**config.mk**
```make
export PLATFORM = sky130hd
export DESIGN_NAME = self_calibrating_tick_delay_flat
export DESIGN_NICKNAME = d
export VERILOG_FILES = /design/src/rtl/core/sctd_pkg.sv /design/src/rtl/core/sctd_in_if.sv /design/src/rtl/core/sctd_out_if.sv /design/src/rtl/core/sctd_mul.sv /design/src/rtl/core/sctd_div.sv /design/src/rtl/core/self_calibrating_tick_delay.sv /design/src/flat_wrapper.sv
export SDC_FILE = /design/constraint.sdc
export NUM_CORES = 2
export LEC_CHECK = 0
export ABC_CLOCK_PERIOD_IN_PS = 4640
export BUFFER_PORTS_ARGS = -buffer_cell sky130_fd_sc_hd__buf_2
export CAP_MARGIN = 40
export CORE_MARGIN = 1
export CORE_UTILIZATION = 59
export CTS_BUF_LIST = sky130_fd_sc_hd__clkbuf_2 sky130_fd_sc_hd__clkbuf_4 sky130_fd_sc_hd__clkbuf_8
export DETAILED_ROUTE_END_ITERATION = 8
export PLACE_DENSITY = 0.8
export SETUP_SLACK_MARGIN = 0.1
export SLEW_MARGIN = 20
export SYNTH_ARGS = -nofsm -noshare
export SYNTH_HDL_FRONTEND = slang
export SYNTH_SLANG_ARGS = --single-unit
```
**constraint.sdc**
```tcl
create_clock -name i_clk -period 4.64 [get_ports i_clk]
set_input_delay 1.16 -clock i_clk [delete_from_list [all_inputs] [get_ports i_clk]]
set_output_delay 1.16 -clock i_clk [all_outputs]
set_load 0.005 [all_outputs]
```
**src/rtl/core/sctd_pkg.sv**
```systemverilog
// ----------------------------------------------------------------------------
// sctd_pkg: shared types and constants for the self-calibrating tick delay
// Widths, codes, controller states and the request/response bundles of the
// serial multiply and divide units.
// ----------------------------------------------------------------------------
package sctd_pkg;

    localparam int DLY_W   = 31;           // delay / config register width
    localparam int TPS_W   = 16;           // tick rate and tick counter
    localparam int TIME_W  = 32;           // millisecond time base
    localparam int MAG_W   = 32;           // signed magnitude operand
    localparam int PROD_W  = MAG_W + DLY_W; // 63-bit product / dividend
    localparam int DRT_W   = 15;           // elapsed ms after resync check
    localparam int CNT_W   = 5;            // serial step counter

    localparam logic [CNT_W-1:0]  SER_STEPS     = CNT_W'(DLY_W);
    localparam logic [TIME_W-1:0] GAP_RESYNC_MS = 32'd30000;
    localparam logic [TIME_W-1:0] MS_PER_SEC    = 32'd1000;
    localparam logic [DLY_W-1:0]  STOPPED_DELAY = 31'd10000;
    localparam logic [DLY_W-1:0]  FALLBACK_TPS  = 31'd100;
    localparam logic [DLY_W-1:0]  DLY_MAX       = 31'h7FFF_FFFF;
    localparam logic [DLY_W-1:0]  DLY_ONE       = 31'd1;
    localparam logic [MAG_W-1:0]  MAG_NEG_SAT   = 32'h8000_0000;
    localparam logic [DLY_W-1:0]  MAX_GAP_RST   = 31'd500;
    localparam logic [DLY_W-1:0]  INIT_IPS_RST  = 31'd500000;

    // configuration register indexes
    localparam int CFG_IDX_W = 1;
    localparam logic [CFG_IDX_W-1:0] CFG_MAX_GAP_MS  = 1'b0;
    localparam logic [CFG_IDX_W-1:0] CFG_INITIAL_IPS = 1'b1;

    // action codes
    localparam logic ACT_INIT = 1'b0;
    localparam logic ACT_TICK = 1'b1;

    typedef enum logic [2:0] {
        OC_INIT       = 3'd0,
        OC_COUNTING   = 3'd1,
        OC_STOPPED    = 3'd2,
        OC_WRAP       = 3'd3,
        OC_RESYNC     = 3'd4,
        OC_CALIBRATED = 3'd5
    } t_outcome;

    typedef enum logic [3:0] {
        S_IDLE,
        S_EVAL,
        S_RS_MUL,
        S_RS_DIV,
        S_TICK,
        S_GAP_DIFF,
        S_GAP_CLAMP,
        S_GAP_NI,
        S_CAL_MUL1,
        S_CAL_DIV1,
        S_CAL_MUL2,
        S_CAL_DIV2,
        S_PUSH
    } t_state;

    typedef struct packed {
        logic             start;
        logic [MAG_W-1:0] a;
        logic [DLY_W-1:0] b;
    } t_mul_req;

    typedef struct packed {
        logic              done;
        logic [PROD_W-1:0] product;
    } t_mul_rsp;

    typedef struct packed {
        logic              start;
        logic [PROD_W-1:0] dividend;
        logic [MAG_W-1:0]  divisor;
    } t_div_req;

    typedef struct packed {
        logic             done;
        logic             sat;    // quotient >= 2^31
        logic [DLY_W-1:0] quot;
    } t_div_rsp;

endpackage

```
**src/rtl/core/sctd_in_if.sv**
```systemverilog
// ----------------------------------------------------------------------------
// sctd_in_if: input item channel
// Valid/ready handshake carrying one loop command per transaction.
// ----------------------------------------------------------------------------
interface sctd_in_if import sctd_pkg::*; ();
    logic              valid;
    logic              ready;
    logic              action;
    logic [TPS_W-1:0]  ticks_per_sec;
    logic [TIME_W-1:0] now_ms;
    logic [DLY_W-1:0]  init_delay;

    modport source (output valid, action, ticks_per_sec, now_ms, init_delay,
                    input ready);
    modport sink   (input valid, action, ticks_per_sec, now_ms, init_delay,
                    output ready);
endinterface

```
**src/rtl/core/sctd_out_if.sv**
```systemverilog
// ----------------------------------------------------------------------------
// sctd_out_if: result item channel
// Valid/ready handshake carrying the new delay and its outcome code.
// ----------------------------------------------------------------------------
interface sctd_out_if import sctd_pkg::*; ();
    logic             valid;
    logic             ready;
    logic [DLY_W-1:0] delay;
    logic [2:0]       outcome;

    modport source (output valid, delay, outcome, input ready);
    modport sink   (input valid, delay, outcome, output ready);
endinterface

```
**src/rtl/core/sctd_mul.sv**
```systemverilog
// ----------------------------------------------------------------------------
// sctd_mul: bit-serial unsigned multiplier
// 32 x 31 shift-add, one multiplier bit per cycle, 63-bit exact product.
// ----------------------------------------------------------------------------
module sctd_mul import sctd_pkg::*; (
    input  logic     i_clk,
    input  logic     i_rst_n,
    input  t_mul_req i_req,
    output t_mul_rsp o_rsp
);

    logic              r_busy;
    logic              r_done;
    logic [CNT_W-1:0]  r_cnt;
    logic [MAG_W-1:0]  r_a;
    logic [PROD_W-1:0] r_prod;
    logic [MAG_W:0]    n_sum;

    // high half plus multiplicand when the current multiplier bit is set
    always_comb begin
        n_sum = {1'b0, r_prod[PROD_W-1:DLY_W]} + (r_prod[0] ? {1'b0, r_a} : '0);
    end

    always_ff @(posedge i_clk) begin
        if (!i_rst_n) begin
            r_busy <= 1'b0;
            r_done <= 1'b0;
            r_cnt  <= '0;
        end else begin
            if (i_req.start) begin
                r_busy <= 1'b1;
                r_done <= 1'b0;
                r_cnt  <= SER_STEPS;
            end else if (r_busy) begin
                r_cnt  <= r_cnt - 1'b1;
                r_busy <= (r_cnt != CNT_W'(1));
                r_done <= (r_cnt == CNT_W'(1));
            end else begin
                r_done <= 1'b0;
            end
        end
    end

    always_ff @(posedge i_clk) begin
        if (i_req.start) begin
            r_a    <= i_req.a;
            r_prod <= {{MAG_W{1'b0}}, i_req.b};
        end else if (r_busy) begin
            r_prod <= {n_sum, r_prod[DLY_W-1:1]};
        end
    end

    assign o_rsp.done    = r_done;
    assign o_rsp.product = r_prod;

endmodule

```
**src/rtl/core/sctd_div.sv**
```systemverilog
// ----------------------------------------------------------------------------
// sctd_div: bit-serial restoring divider with int32 saturation detect
// 63-bit dividend by 32-bit divisor, one quotient bit per cycle.
// ----------------------------------------------------------------------------
module sctd_div import sctd_pkg::*; (
    input  logic     i_clk,
    input  logic     i_rst_n,
    input  t_div_req i_req,
    output t_div_rsp o_rsp
);

    logic              r_busy;
    logic              r_done;
    logic [CNT_W-1:0]  r_cnt;
    logic              r_sat;
    logic [MAG_W-1:0]  r_rem;
    logic [MAG_W-1:0]  r_d;
    logic [DLY_W-1:0]  r_q;     // dividend bits out, quotient bits in
    logic [MAG_W:0]    n_trial;
    logic [MAG_W+1:0]  n_diff;
    logic              n_ge;
    logic              n_sat;

    // quotient overflows 31 bits when the high half already reaches the divisor
    assign n_sat = (i_req.dividend[PROD_W-1:DLY_W] >= i_req.divisor);

    always_comb begin
        n_trial = {r_rem, r_q[DLY_W-1]};
        n_diff  = {1'b0, n_trial} - {2'b00, r_d};
        n_ge    = ~n_diff[MAG_W+1];
    end

    always_ff @(posedge i_clk) begin
        if (!i_rst_n) begin
            r_busy <= 1'b0;
            r_done <= 1'b0;
            r_cnt  <= '0;
        end else begin
            if (i_req.start) begin
                r_busy <= ~n_sat;
                r_done <= n_sat;
                r_cnt  <= SER_STEPS;
            end else if (r_busy) begin
                r_cnt  <= r_cnt - 1'b1;
                r_busy <= (r_cnt != CNT_W'(1));
                r_done <= (r_cnt == CNT_W'(1));
            end else begin
                r_done <= 1'b0;
            end
        end
    end

    always_ff @(posedge i_clk) begin
        if (i_req.start) begin
            r_sat <= n_sat;
            r_d   <= i_req.divisor;
            r_rem <= i_req.dividend[PROD_W-1:DLY_W];
            r_q   <= i_req.dividend[DLY_W-1:0];
        end else if (r_busy) begin
            r_rem <= n_ge ? n_diff[MAG_W-1:0] : n_trial[MAG_W-1:0];
            r_q   <= {r_q[DLY_W-2:0], n_ge};
        end
    end

    assign o_rsp.done = r_done;
    assign o_rsp.sat  = r_sat;
    assign o_rsp.quot = r_q;

endmodule

```
**src/rtl/core/self_calibrating_tick_delay.sv**
```systemverilog
// ----------------------------------------------------------------------------
// self_calibrating_tick_delay: instructions-per-tick regulator
// Keeps emulated clock ticks in step with wall-clock time.
// ----------------------------------------------------------------------------
// i_in   : one command per transaction; action 0 seeds the loop from
//          init_delay and now_ms, action 1 reports one tick with rate and clock.
// o_out  : exactly one result per command: the delay and an outcome code.
// i_cfg_*: writes max_gap_ms (index 0) and initial_ips (index 1); write only
//          while no command is in flight.
// Flow, accept to result valid: an init goes from evaluation to the result;
// a stopped or counting tick also passes the tick step. A rate change that
// rescales the delay adds one serial multiply and one serial divide. The
// once-per-second calibration adds 3 gap clamp steps plus two multiplies and
// two divides on the shared bit-serial units; a divide that saturates ends
// without its serial steps. One command at a time: the next one can be
// accepted in the cycle after the result is loaded.
// Reset: synchronous, active low; loop state clears, config returns to
// 500 ms and 500000 instructions/s.
// Stall: the result waits in an output register and a new command is accepted
// meanwhile; a second result holds in the controller until the first one is
// taken, and no further command is accepted.
// ----------------------------------------------------------------------------
module self_calibrating_tick_delay import sctd_pkg::*; (
    input  logic                 i_clk,
    input  logic                 i_rst_n,
    input  logic                 i_cfg_we,
    input  logic [CFG_IDX_W-1:0] i_cfg_idx,
    input  logic [DLY_W-1:0]     i_cfg_data,
    sctd_in_if.sink              i_in,
    sctd_out_if.source           o_out
);

    // controller
    t_state r_state;
    t_state n_state;

    // configuration
    logic [DLY_W-1:0] r_max_gap_ms;
    logic [DLY_W-1:0] r_initial_ips;

    // loop state
    logic [TPS_W-1:0]  r_tick_count;
    logic [TPS_W-1:0]  r_rate_hz;
    logic [TPS_W-1:0]  r_prior_rate_hz;
    logic [TIME_W-1:0] r_real_time_ms;
    logic [TIME_W-1:0] r_virtual_time_ms;
    logic [TIME_W-1:0] r_next_interval;   // signed
    logic [DLY_W-1:0]  r_base_delay;      // never negative once stored
    logic [DLY_W-1:0]  r_current_delay;

    // latched command
    logic              r_action;
    logic [TPS_W-1:0]  r_tps;
    logic [TIME_W-1:0] r_now;
    logic [DLY_W-1:0]  r_seed;

    // calibration scratch
    logic [DRT_W-1:0]  r_drt;
    logic [TIME_W-1:0] r_gap;             // signed
    logic [TIME_W-1:0] r_ni_new;          // signed
    logic              r_sign1;
    logic              r_sign2;

    // pending result and output register
    logic [DLY_W-1:0]  r_res_delay;
    t_outcome          r_res_outcome;
    logic              r_out_valid;
    logic [DLY_W-1:0]  r_out_delay;
    t_outcome          r_out_outcome;

    // serial arithmetic units
    t_mul_req mul_req;
    t_mul_rsp mul_rsp;
    t_div_req div_req;
    t_div_rsp div_rsp;

    sctd_mul u_mul (
        .i_clk   (i_clk),
        .i_rst_n (i_rst_n),
        .i_req   (mul_req),
        .o_rsp   (mul_rsp)
    );

    sctd_div u_div (
        .i_clk   (i_clk),
        .i_rst_n (i_rst_n),
        .i_req   (div_req),
        .o_rsp   (div_rsp)
    );

    // ------------------------------------------------------------------
    // Decision logic
    // ------------------------------------------------------------------
    logic              in_fire;
    logic              out_load;
    logic              rescale;
    logic [TPS_W-1:0]  tick_inc;
    logic [TIME_W-1:0] drt;
    logic              wrap;
    logic              drt_big;
    logic              drt_zero;
    logic [TIME_W-1:0] ni_old_neg;
    logic [DLY_W-1:0]  ni_old_mag;
    logic [TIME_W-1:0] ni_new_neg;
    logic [DLY_W-1:0]  ni_new_mag;
    logic [TIME_W:0]   gap_ext;
    logic [TIME_W:0]   lim_ext;
    logic [TIME_W:0]   lim_neg;
    logic [TIME_W:0]   ni_sum;
    logic [MAG_W-1:0]  bnew_mag;
    logic              bnew_nonpos;
    logic [DLY_W-1:0]  seed_eff;

    assign in_fire  = i_in.valid && i_in.ready;
    assign out_load = (r_state == S_PUSH) && (!r_out_valid || o_out.ready);

    // rescale only on a change to a nonzero rate that differs from a
    // nonzero prior rate
    assign rescale = (r_rate_hz != r_tps) && (r_prior_rate_hz != '0)
                     && (r_prior_rate_hz != r_tps) && (r_tps != '0);

    assign tick_inc = r_tick_count + 1'b1;
    assign drt      = r_now - r_real_time_ms;
    assign wrap     = r_now < r_real_time_ms;
    assign drt_big  = drt > GAP_RESYNC_MS;
    assign drt_zero = (r_drt == '0);

    // interval magnitudes (an interval never reaches -2^31)
    assign ni_old_neg = '0 - r_next_interval;
    assign ni_old_mag = r_next_interval[TIME_W-1] ? ni_old_neg[DLY_W-1:0]
                                                  : r_next_interval[DLY_W-1:0];
    assign ni_new_neg = '0 - r_ni_new;
    assign ni_new_mag = r_ni_new[TIME_W-1] ? ni_new_neg[DLY_W-1:0]
                                           : r_ni_new[DLY_W-1:0];

    // gap clamp to +/- max_gap_ms, then 1000 + gap saturated
    assign gap_ext = {r_gap[TIME_W-1], r_gap};
    assign lim_ext = {2'b00, r_max_gap_ms};
    assign lim_neg = '0 - lim_ext;
    assign ni_sum  = gap_ext + {1'b0, MS_PER_SEC};

    // new base delay as sign + magnitude, int32 saturated
    always_comb begin
        if (div_rsp.sat) begin
            bnew_mag = r_sign1 ? MAG_NEG_SAT : {1'b0, DLY_MAX};
        end else begin
            bnew_mag = {1'b0, div_rsp.quot};
        end
        bnew_nonpos = r_sign1 || (bnew_mag == '0);
    end

    // a loop that already runs keeps its delay across re-init
    always_comb begin
        if (r_current_delay != '0) begin
            seed_eff = r_current_delay;
        end else if (r_seed == '0) begin
            seed_eff = DLY_ONE;
        end else begin
            seed_eff = r_seed;
        end
    end

    // ------------------------------------------------------------------
    // Next state
    // ------------------------------------------------------------------
    always_comb begin
        n_state = r_state;
        unique case (r_state)
            S_IDLE: begin
                if (in_fire) n_state = S_EVAL;
            end
            S_EVAL: begin
                if (r_action == ACT_INIT) n_state = S_PUSH;
                else if (rescale)         n_state = S_RS_MUL;
                else                      n_state = S_TICK;
            end
            S_RS_MUL: begin
                if (mul_rsp.done) n_state = S_RS_DIV;
            end
            S_RS_DIV: begin
                if (div_rsp.done) n_state = S_TICK;
            end
            S_TICK: begin
                if (r_tps == '0 || tick_inc < r_tps || wrap || drt_big) begin
                    n_state = S_PUSH;
                end else begin
                    n_state = S_GAP_DIFF;
                end
            end
            S_GAP_DIFF:  n_state = S_GAP_CLAMP;
            S_GAP_CLAMP: n_state = S_GAP_NI;
            S_GAP_NI:    n_state = S_CAL_MUL1;
            S_CAL_MUL1: begin
                if (mul_rsp.done) n_state = S_CAL_DIV1;
            end
            S_CAL_DIV1: begin
                if (div_rsp.done) n_state = S_CAL_MUL2;
            end
            S_CAL_MUL2: begin
                if (mul_rsp.done) n_state = S_CAL_DIV2;
            end
            S_CAL_DIV2: begin
                if (div_rsp.done) n_state = S_PUSH;
            end
            S_PUSH: begin
                if (out_load) n_state = S_IDLE;
            end
            default: n_state = S_IDLE;
        endcase
    end

    // ------------------------------------------------------------------
    // Controller outputs: handshake and arithmetic unit launches
    // ------------------------------------------------------------------
    always_comb begin
        i_in.ready       = 1'b0;
        mul_req.start    = 1'b0;
        mul_req.a        = '0;
        mul_req.b        = '0;
        div_req.start    = 1'b0;
        div_req.dividend = mul_rsp.product;
        div_req.divisor  = {{(MAG_W-DLY_W){1'b0}}, DLY_ONE};
        unique case (r_state)
            S_IDLE: begin
                i_in.ready = 1'b1;
            end
            S_EVAL: begin
                // ips estimate: delay * rate, else delay * 100, else initial_ips
                mul_req.start = (r_action == ACT_TICK) && rescale;
                if (r_current_delay == '0) begin
                    mul_req.a = {1'b0, r_initial_ips};
                    mul_req.b = DLY_ONE;
                end else begin
                    mul_req.a = {1'b0, r_current_delay};
                    mul_req.b = (r_rate_hz == '0) ? FALLBACK_TPS
                                                  : {{(DLY_W-TPS_W){1'b0}}, r_rate_hz};
                end
            end
            S_RS_MUL: begin
                div_req.start   = mul_rsp.done;
                div_req.divisor = {{(MAG_W-TPS_W){1'b0}}, r_tps};
            end
            S_GAP_NI: begin
                // base * interval, or base * rate when no time elapsed
                mul_req.start = 1'b1;
                mul_req.a     = {1'b0, r_base_delay};
                mul_req.b     = drt_zero ? {{(DLY_W-TPS_W){1'b0}}, r_tps} : ni_old_mag;
            end
            S_CAL_MUL1: begin
                div_req.start   = mul_rsp.done;
                div_req.divisor = drt_zero ? {{(MAG_W-DLY_W){1'b0}}, DLY_ONE}
                                           : {{(MAG_W-DRT_W){1'b0}}, r_drt};
            end
            S_CAL_DIV1: begin
                mul_req.start = div_rsp.done;
                mul_req.a     = bnew_mag;
                mul_req.b     = ni_new_mag;
            end
            S_CAL_MUL2: begin
                div_req.start   = mul_rsp.done;
                div_req.divisor = MS_PER_SEC;
            end
            default: begin
            end
        endcase
    end

    // ------------------------------------------------------------------
    // Control and loop state
    // ------------------------------------------------------------------
    always_ff @(posedge i_clk) begin
        if (!i_rst_n) begin
            r_state           <= S_IDLE;
            r_max_gap_ms      <= MAX_GAP_RST;
            r_initial_ips     <= INIT_IPS_RST;
            r_tick_count      <= '0;
            r_rate_hz         <= '0;
            r_prior_rate_hz   <= '0;
            r_real_time_ms    <= '0;
            r_virtual_time_ms <= '0;
            r_next_interval   <= '0;
            r_base_delay      <= '0;
            r_current_delay   <= '0;
            r_out_valid       <= 1'b0;
        end else begin
            r_state <= n_state;

            if (i_cfg_we) begin
                unique case (i_cfg_idx)
                    CFG_MAX_GAP_MS:  r_max_gap_ms  <= i_cfg_data;
                    CFG_INITIAL_IPS: r_initial_ips <= i_cfg_data;
                    default: begin
                    end
                endcase
            end

            if (out_load) begin
                r_out_valid <= 1'b1;
            end else if (o_out.ready) begin
                r_out_valid <= 1'b0;
            end

            case (r_state)
                S_EVAL: begin
                    if (r_action == ACT_INIT) begin
                        r_real_time_ms    <= r_now;
                        r_virtual_time_ms <= r_now;
                        r_next_interval   <= MS_PER_SEC;
                        r_tick_count      <= '0;
                        r_prior_rate_hz   <= r_rate_hz;
                        r_rate_hz         <= '0;
                        r_base_delay      <= seed_eff;
                        r_current_delay   <= seed_eff;
                    end else if (r_rate_hz != r_tps) begin
                        r_prior_rate_hz <= r_rate_hz;
                        r_rate_hz       <= r_tps;
                    end
                end
                S_RS_DIV: begin
                    if (div_rsp.done) begin
                        r_current_delay <= div_rsp.sat ? DLY_MAX : div_rsp.quot;
                    end
                end
                S_TICK: begin
                    if (r_tps != '0) begin
                        if (tick_inc < r_tps) begin
                            r_tick_count <= tick_inc;
                        end else begin
                            r_tick_count   <= '0;
                            r_real_time_ms <= r_now;
                            if (wrap || drt_big) begin
                                // wall clock wrapped or fell far behind
                                r_virtual_time_ms <= r_now;
                                r_next_interval   <= MS_PER_SEC;
                                r_base_delay      <= r_current_delay;
                            end else begin
                                r_virtual_time_ms <= r_virtual_time_ms + MS_PER_SEC;
                            end
                        end
                    end
                end
                S_CAL_DIV1: begin
                    if (div_rsp.done) begin
                        r_base_delay <= bnew_nonpos ? DLY_ONE : bnew_mag[DLY_W-1:0];
                    end
                end
                S_CAL_DIV2: begin
                    if (div_rsp.done) begin
                        r_next_interval <= r_ni_new;
                        if (r_sign2 || (!div_rsp.sat && div_rsp.quot == '0)) begin
                            r_current_delay <= DLY_ONE;
                        end else begin
                            r_current_delay <= div_rsp.sat ? DLY_MAX : div_rsp.quot;
                        end
                    end
                end
                default: begin
                end
            endcase
        end
    end

    // ------------------------------------------------------------------
    // Payload: latched command, scratch, result
    // ------------------------------------------------------------------
    always_ff @(posedge i_clk) begin
        if (in_fire) begin
            r_action <= i_in.action;
            r_tps    <= i_in.ticks_per_sec;
            r_now    <= i_in.now_ms;
            r_seed   <= i_in.init_delay;
        end

        if (out_load) begin
            r_out_delay   <= r_res_delay;
            r_out_outcome <= r_res_outcome;
        end

        case (r_state)
            S_EVAL: begin
                r_res_delay   <= seed_eff;
                r_res_outcome <= OC_INIT;
            end
            S_TICK: begin
                r_drt <= drt[DRT_W-1:0];
                if (r_tps == '0) begin
                    r_res_delay   <= STOPPED_DELAY;
                    r_res_outcome <= OC_STOPPED;
                end else begin
                    r_res_delay <= r_current_delay;
                    if (tick_inc < r_tps) r_res_outcome <= OC_COUNTING;
                    else if (wrap)        r_res_outcome <= OC_WRAP;
                    else                  r_res_outcome <= OC_RESYNC;
                end
            end
            S_GAP_DIFF: begin
                r_gap <= r_virtual_time_ms - r_real_time_ms;
            end
            S_GAP_CLAMP: begin
                if ($signed(gap_ext) > $signed(lim_ext)) begin
                    r_gap <= lim_ext[TIME_W-1:0];
                end else if ($signed(gap_ext) < $signed(lim_neg)) begin
                    r_gap <= lim_neg[TIME_W-1:0];
                end
            end
            S_GAP_NI: begin
                // only positive overflow is possible
                r_ni_new <= (!ni_sum[TIME_W] && ni_sum[TIME_W-1]) ? {1'b0, DLY_MAX}
                                                                  : ni_sum[TIME_W-1:0];
                r_sign1  <= !drt_zero && r_next_interval[TIME_W-1];
            end
            S_CAL_DIV1: begin
                r_sign2 <= r_sign1 ^ r_ni_new[TIME_W-1];
            end
            S_CAL_DIV2: begin
                if (r_sign2 || (!div_rsp.sat && div_rsp.quot == '0)) begin
                    r_res_delay <= DLY_ONE;
                end else begin
                    r_res_delay <= div_rsp.sat ? DLY_MAX : div_rsp.quot;
                end
                r_res_outcome <= OC_CALIBRATED;
            end
            default: begin
            end
        endcase
    end

    assign o_out.valid   = r_out_valid;
    assign o_out.delay   = r_out_delay;
    assign o_out.outcome = r_out_outcome;

endmodule

```
**src/flat_wrapper.sv**
```systemverilog
// flat-port wrapper written by rule: the top's interface ports become plain ports
module self_calibrating_tick_delay_flat import sctd_pkg::*;
  (i_clk, i_rst_n, i_cfg_we, i_cfg_idx, i_cfg_data, i_in_valid, i_in_action, i_in_ticks_per_sec, i_in_now_ms, i_in_init_delay, i_in_ready, o_out_valid, o_out_delay, o_out_outcome, o_out_ready);
  sctd_in_if i_in_i ();
  sctd_out_if o_out_i ();
  input  logic i_clk;
  input  logic i_rst_n;
  input  logic i_cfg_we;
  input  logic [CFG_IDX_W-1:0] i_cfg_idx;
  input  logic [DLY_W-1:0] i_cfg_data;
  input wire logic [$bits(i_in_i.valid)-1:0] i_in_valid;
  input wire logic [$bits(i_in_i.action)-1:0] i_in_action;
  input wire logic [$bits(i_in_i.ticks_per_sec)-1:0] i_in_ticks_per_sec;
  input wire logic [$bits(i_in_i.now_ms)-1:0] i_in_now_ms;
  input wire logic [$bits(i_in_i.init_delay)-1:0] i_in_init_delay;
  output wire logic [$bits(i_in_i.ready)-1:0] i_in_ready;
  output wire logic [$bits(o_out_i.valid)-1:0] o_out_valid;
  output wire logic [$bits(o_out_i.delay)-1:0] o_out_delay;
  output wire logic [$bits(o_out_i.outcome)-1:0] o_out_outcome;
  input wire logic [$bits(o_out_i.ready)-1:0] o_out_ready;
  assign i_in_i.valid = i_in_valid;
  assign i_in_i.action = i_in_action;
  assign i_in_i.ticks_per_sec = i_in_ticks_per_sec;
  assign i_in_i.now_ms = i_in_now_ms;
  assign i_in_i.init_delay = i_in_init_delay;
  assign i_in_ready = i_in_i.ready;
  assign o_out_valid = o_out_i.valid;
  assign o_out_delay = o_out_i.delay;
  assign o_out_outcome = o_out_i.outcome;
  assign o_out_i.ready = o_out_ready;
  self_calibrating_tick_delay u_core (.i_clk(i_clk), .i_rst_n(i_rst_n), .i_cfg_we(i_cfg_we), .i_cfg_idx(i_cfg_idx), .i_cfg_data(i_cfg_data), .i_in(i_in_i), .o_out(o_out_i));
endmodule
```
# == Yosys cells after proc, flatten, opt, wreduce, memory -nomap -nowiden ==
# Index checks and enable logic that the tools add are counted.
# word_totals
register_bits,707
in_bits,117
output_inout_bits,36
wordCells,234
# op_classes
n_addsub,12
order_cmp,6
n_eq_ne,32
n_mux,89
bitwise_logic,6
reduce_logical,51
# ops
cell,n
31-bit 2-to-1 mux,20
32-bit 2-to-1 mux,19
31-bit case mux with 3 select lines,3
32-bit case mux with 2 select lines,3
32-bit case mux with 3 select lines,2
64-bit case mux with 3 select lines,1
16-bit 2-to-1 mux,8
31-bit logical NOT,3
32-bit less-than comparator,2
32-bit subtractor,2
62-bit 2-to-1 mux,1
1-bit by 31-bit subtractor with 31-bit output (first input constant),2
4-bit case mux with 13 select lines,1
4-bit 2-to-1 mux,10
33-bit by 32-bit subtractor with 34-bit output,1
32-bit by 11-bit adder with 33-bit output (second input constant),1
32-bit by 32-bit adder with 33-bit output,1
32-bit by 10-bit adder with 32-bit output (second input constant),1
32-bit >= comparator,1
32-bit by 15-bit greater-than comparator with 1-bit output (second input constant),1
32-bit greater-than comparator,1
16-bit logical NOT,2
32-bit logical NOT,1
16-bit inequality test,2
36 further kinds,107

# == Logic depth before layout (Yosys ltp) ==
# depth
ltp_word,7
ltp_mapped,22
ltp_nobuf,22

# == Hierarchy ==
# From an unflattened synthesis, not the netlist that was laid out.
# hier_totals
hier_cells,4795
area_unflattened_um2,43644.4
# by_module_without_submodules
module,instances,cells_per_inst,area_per_inst_um2,seq_area_each_um2
self_calibrating_tick_delay,1,3577,30919.7,12341.8
sctd_div,1,699,7078.0,3022.9
sctd_mul,1,519,5646.7,2672.6

# == Worst setup path before layout ==
# No wires, ideal clock.
# synth_timing
path_type,input to register
from,input port o_out_ready
to,"register u_core.r_out_delay[0], in the netlist u_core.o_out.delay[0], enable pin"
setup_ps,510
t_arrival_ps,4461
t_required_ps,4130
path_slack_ps,-331
path_stages,2
path_buffers,0
cell_sequence,nor2b_1 nor4_1
# synth_between
elab_chain_cells,2
# synth_lines
item,line_no,text
from (decl),flat_wrapper.sv:20,input wire logic [$bits(o_out_i.ready)-1:0] o_out_ready;
1-bit logical OR,self_calibrating_tick_delay.sv:115,assign out_load = (r_state == S_PUSH) && (!r_out_valid || o_out.ready);
1-bit logical AND,self_calibrating_tick_delay.sv:115,
via u_core.out_load,self_calibrating_tick_delay.sv:95,logic out_load;
to (signal assigned),self_calibrating_tick_delay.sv:375,r_out_delay <= r_res_delay;
to (decl),self_calibrating_tick_delay.sv:68,logic [DLY_W-1:0] r_out_delay;
# The timed path passes the listed nets, and every way through them passes these cells.
# A chain may end at the register's enable or synchronous reset.

# == Worst setup path in the final report ==
# layout_timing
from,register u_core.r_now[6]
to,register u_core.r_virtual_time_ms[5]
# layout_between
elab_chain_cells,7
word_cells_on_any_way,8
classes_between,1 x add/sub; 2 x order compare; 4 x mux; 1 x reduce/logical
# layout_lines
item,line_no,text
from (decl),self_calibrating_tick_delay.sv:54,logic [TIME_W-1:0] r_now;
from (signal assigned),self_calibrating_tick_delay.sv:370,r_now <= i_in.now_ms;
32-bit subtractor,self_calibrating_tick_delay.sv:123,assign drt = r_now - r_real_time_ms;
32-bit by 15-bit greater-than comparator with 1-bit output,self_calibrating_tick_delay.sv:125,assign drt_big = drt > GAP_RESYNC_MS;
1-bit logical OR *,self_calibrating_tick_delay.sv:331,if (wrap || drt_big) begin
32-bit 2-to-1 mux *,self_calibrating_tick_delay.sv:331,
32-bit 2-to-1 mux *,self_calibrating_tick_delay.sv:326,if (tick_inc < r_tps) begin
32-bit 2-to-1 mux *,self_calibrating_tick_delay.sv:325,if (r_tps != '0) begin
32-bit case mux with 2 select lines *,self_calibrating_tick_delay.sv:303,case (r_state)
to (signal assigned),self_calibrating_tick_delay.sv:307,r_virtual_time_ms <= r_now;
to (signal assigned),self_calibrating_tick_delay.sv:333,r_virtual_time_ms <= r_now;
to (signal assigned),self_calibrating_tick_delay.sv:337,r_virtual_time_ms <= r_virtual_time_ms + MS_PER_SEC;
to (decl),self_calibrating_tick_delay.sv:46,logic [TIME_W-1:0] r_virtual_time_ms;
# Every way passes the cells marked *; elsewhere a longest branch is shown, timed or not. The select of a mux whose other input is x is not followed.

==> impl_metrics.tcl <==
set metrics [dict create \
    post_synth_num_cell_types 104 \
    post_route_cells_drive_above_1_share_pct 11.02 \
    die_width_um 265.8 \
    drt_pass1_iterations 8 \
    setup_viols_final 0 \
    power.switching_mw 13.29 \
    die_area_mm2 0.07064 \
    setup_tns_ps 0 \
    globalRouteOverflowTotal 0 \
    min_period_ps 4402 \
    post_synth_xor_area_fraction_pct 5.931 \
    timing.final.crit_share_pct 94.87 \
    synthMuxAreaShare_pct 1.978 \
    cts_max_level 3 \
    grt_usage_pct 35.08 \
    worst_pin_slew_ps 1289 \
    instances_no_fill 5789 \
    synth_top_family_by_area "simple AND/OR/NAND/NOR gates" \
    ys_async_sr_fraction_pct 0 \
    power.share.sequential_pct 31.3 \
    max_clock_freq_mhz 227.2 \
    yosys.area.top_type "sky130_fd_sc_hd__edfxtp_1" \
    ir_drop_v 0.0008784 \
    leak_pwr_nw 17.81 \
    edff_count_synth 372 \
    postRouteAntennaNets 0 \
    initialDrtViolationCount 4279 \
    relative_contribution_of_combinational_cells_to_total_power_pct 49.0 \
    cts-root-buf "sky130_fd_sc_hd__clkbuf_8" \
    class_of_the_tightest_hold_or_removal_check "register to register" \
    cp.arrival_ps 5020 \
    postSynthAreaPerCell_um2 8.816 \
    worst_slew_margin_rel_pct 13.16 \
    final_net_count 5093 \
    boundaryPins 153 \
    synth_seq_area_share_pct 42.76 \
    fp.coreArea_mm2 0.06871 \
    via_count_of_the_first_global_routing_pass 33860 \
    critical_path.max_stage_delay_ps 550 \
    cell_area_after_placement_mm2 0.04301 \
    layout-area-overhead-vs-synth_pct 11.54 \
    synth_compound_gate_area_share_pct 18.96 \
    yosys.area_share.simple_pct 19.43 \
    rsz0062_at_grt "yes" \
    critPathMaxFanout 40 \
    dp_hpwl_mm 92.73 \
    gpl.final_weighted_congestion 1.008 \
    status "complete, no violations" \
    wire_length_of_the_first_global_routing_pass_mm 192.0 \
    register_bit_total_from_synthesis 691 \
    timing.critical_path.required_ps 5260 \
    port_buffers 152 \
    grt_antenna_before_repair 3 \
    vias_per_cell 6.391 \
    critical_path.endpoint_type "register" \
    num_rows 96 \
    power.density_mw_per_mm2 673.9 \
    ys_top_cells_by_area "sky130_fd_sc_hd__edfxtp_1 (27%), sky130_fd_sc_hd__dfxtp_1 (16%), sky130_fd_sc_hd__ha_1 (6.5%)" \
    power_switching_share_pct 43.07 \
    critPathLaunchType "register" \
    synthAdderAreaFrac_pct 6.717 \
    dpl.cell_count 5569 \
    timing.final.hold_violations 0 \
    cts_max_path_buffers 3 \
    clkLatencyLatePin_ps 740 \
    number_of_design_rule_violations_left_after_detail_routing 0 \
    timing.max_cap.violations 0 \
    synthesis.instances 4657 \
    internal_power_mw 17.57 \
    count_of_clock_tree_sinks 691 \
    cpMaxStageDelayCell "sky130_fd_sc_hd__or4b_1" \
    ys_warn_count 0 \
    routed_wire_length_per_instance_um 21.98 \
    initial_core_util_pct 59.76 \
    fin_max_slew_vios 0 \
    path_clk_slew_ps 60 \
    worstSetupPathType "register to register" \
    final_core_util_pct 66.65 \
    finalWirelength_mm 127.3 \
    cts_tree "done" \
    numCtsBuffers 111 \
    yosysTopAreaCellShare_pct 27.21 \
    clock_power_share_pct 19.7 \
    dr_total_vias 37000 \
    netlist_area_mm2 0.04106 \
    post_synthesis_net_count 4992 \
    grt_start_max_net_pins 94 \
    die_y_um 265.8 \
    finalInstanceArea_mm2 0.04579 \
    ys_dominant_reg_cell "sky130_fd_sc_hd__edfxtp_1" \
    crit_path_cell_trace "ha_1 > a21oi_1 > inv_1 > a211oi_4 > a21oi_2 > a31oi_4 > o21ai_1 > xor2_1 > or4b_1 > nor4_1 > and3_1 > buf_12 > nand4b_1 > nand4_1" \
    fin_worst_skew_ps 36.98 \
]
-- final timing paths --
kind / startpoint / endpoint / slack [ps] / cells past startpoint
max: u_core.r_now[6]$_DFFE_PP_ / u_core.r_virtual_time_ms[5]$_SDFFE_PN0P_ / 240 / 14
min: u_core.r_res_delay[24]$_DFFE_PP_ / u_core.o_out.delay[24]$_DFFE_PP_ / 410 / 0
max reg2reg: u_core.r_now[6]$_DFFE_PP_ / u_core.r_virtual_time_ms[5]$_SDFFE_PN0P_ / 240 / 14
min reg2reg: u_core.r_res_delay[24]$_DFFE_PP_ / u_core.o_out.delay[24]$_DFFE_PP_ / 410 / 0
-- metal layers --
metal | up-vias | routed length [um] | global-route usage (%)
li1 | 17130 | - | -
met1 | 17260 | 48070 | 45.47
met2 | 2180 | 56680 | 54.84
met3 | 431 | 14510 | 6.442
met4 | 0 | 7995 | 20.77
met5 | - | 0 | 0
-- worst max-delay path: cells and delay by family, from the launching register on --
kind / cells / cell delay [ps]
fa+ha+maj: 1 / 460
compound gates: 5 / 1280
simple gates: 5 / 1500
xor+xnor: 1 / 180
flops: 1 / 470
buf+inv: 2 / 370
-- cells by family after synthesis --
group,after synthesis
AOI/OAI and AO/OA,1232
xor gates and xnor gates,278
adders and majority gates,218
buffers and inverters,446
DFF,691
muxes,81
and+or+nand+nor,1711
-- through the flow --
step           worst slack (ps)  hold slack [ps]  power, mW
6_report                  238.3            413.2      30.86
5_1_grt                   74.61            425.1      32.40
4_1_cts                   111.5            415.7      30.29
3_3_place_gp              187.6            403.7      23.80
3_5_place_dp              29.77            407.5      24.21
2_1_floorplan             178.3            400.3      19.77
-- cell usage in the layout (no fill, tap or decap), drive strengths merged, types with 13 or more instances in the layout --
cell and instances:
dfxtp 319, clkbuf 158, xnor2 190, and3 43, buf 258, a31oi 43
nand3 155, o41ai 14, a21o 83, mux2i 80, o21ai 278, a311oi 29
a22oi 40, nor2b 34, nor2 440, xor2 88, or2 13, a211oi 34
o22ai 36, or3 43, nor4b 20, or4 19, o211ai 28, nor4 72
edfxtp 372, a21oi 419, inv 172, bufinv 13, nand4 56, and2 43
clkinv 38, nand2 622, nand3b 15, nand2b 46, nor3 69, ha 214
o21a 41, o31ai 32, o221ai 51
-- repair_timing --
| action | 4_1_cts | 5_1_grt |
|---|---|---|
| hold buffers | 0 | 0 |
| pin swaps | 0 | 4 |
| setup buffers | 0 | 3 |
| cloned | 0 | 3 |
| setup endpoints to repair | 32 | 145 |
| gates resized for setup | 1 | 32 |
-- power by group through the flow --
stage	registers, mW	clock network, mW	logic, mW
after floorplan	9.00	0	10.8
after global placement	9.65	0	14.1
after detailed placement	9.68	0	14.5
after CTS	9.56	6.10	14.6
after global routing	9.70	6.37	16.3
final	9.66	6.08	15.1
-- synth_stat cells, types with 46 or more instances --
library cell and instances:
sky130_fd_sc_hd__nand2_1 621, sky130_fd_sc_hd__nor2_1 438, sky130_fd_sc_hd__a21oi_1 418, sky130_fd_sc_hd__edfxtp_1 372, sky130_fd_sc_hd__dfxtp_1 319, sky130_fd_sc_hd__o21ai_0 271
sky130_fd_sc_hd__clkbuf_1 220, sky130_fd_sc_hd__ha_1 214, sky130_fd_sc_hd__xnor2_1 190, sky130_fd_sc_hd__inv_1 167, sky130_fd_sc_hd__nand3_1 155, sky130_fd_sc_hd__xor2_1 88
sky130_fd_sc_hd__a21o_1 83, sky130_fd_sc_hd__mux2i_1 80, sky130_fd_sc_hd__nor4_1 71, sky130_fd_sc_hd__nor3_1 68, sky130_fd_sc_hd__nand4_1 56, sky130_fd_sc_hd__o221ai_1 51
sky130_fd_sc_hd__nand2b_1 46
-- flip-flops by register name, indices dropped and copies added, names as in the netlist, 16 cells and up --
register,count
u_core.o_out.delay,31
u_core.r_base_delay,31
u_core.r_current_delay,31
u_core.r_gap,32
u_core.r_initial_ips,31
u_core.r_max_gap_ms,31
u_core.r_next_interval,32
u_core.r_ni_new,32
u_core.r_now,32
u_core.r_prior_rate_hz,16
u_core.r_rate_hz,16
u_core.r_real_time_ms,32
u_core.r_res_delay,31
u_core.r_seed,31
u_core.r_tick_count,16
u_core.r_tps,16
u_core.r_virtual_time_ms,32
u_core.u_div.r_d,16
u_core.u_div.r_q,31
u_core.u_div.r_rem,32
u_core.u_mul.r_a,32
u_core.u_mul.r_prod,63
-- cell type report --
type	instances	area, um2
antenna	2	5.005
clock buffer	157	1979
clock inverter	54	604.3
fill	5552	22910
inverter	172	650.6
multi-input combinational	3523	21990
sequential	691	17560
tap	931	1165
timing repair buffer	259	1841
Power figures use the tool's default switching activity.
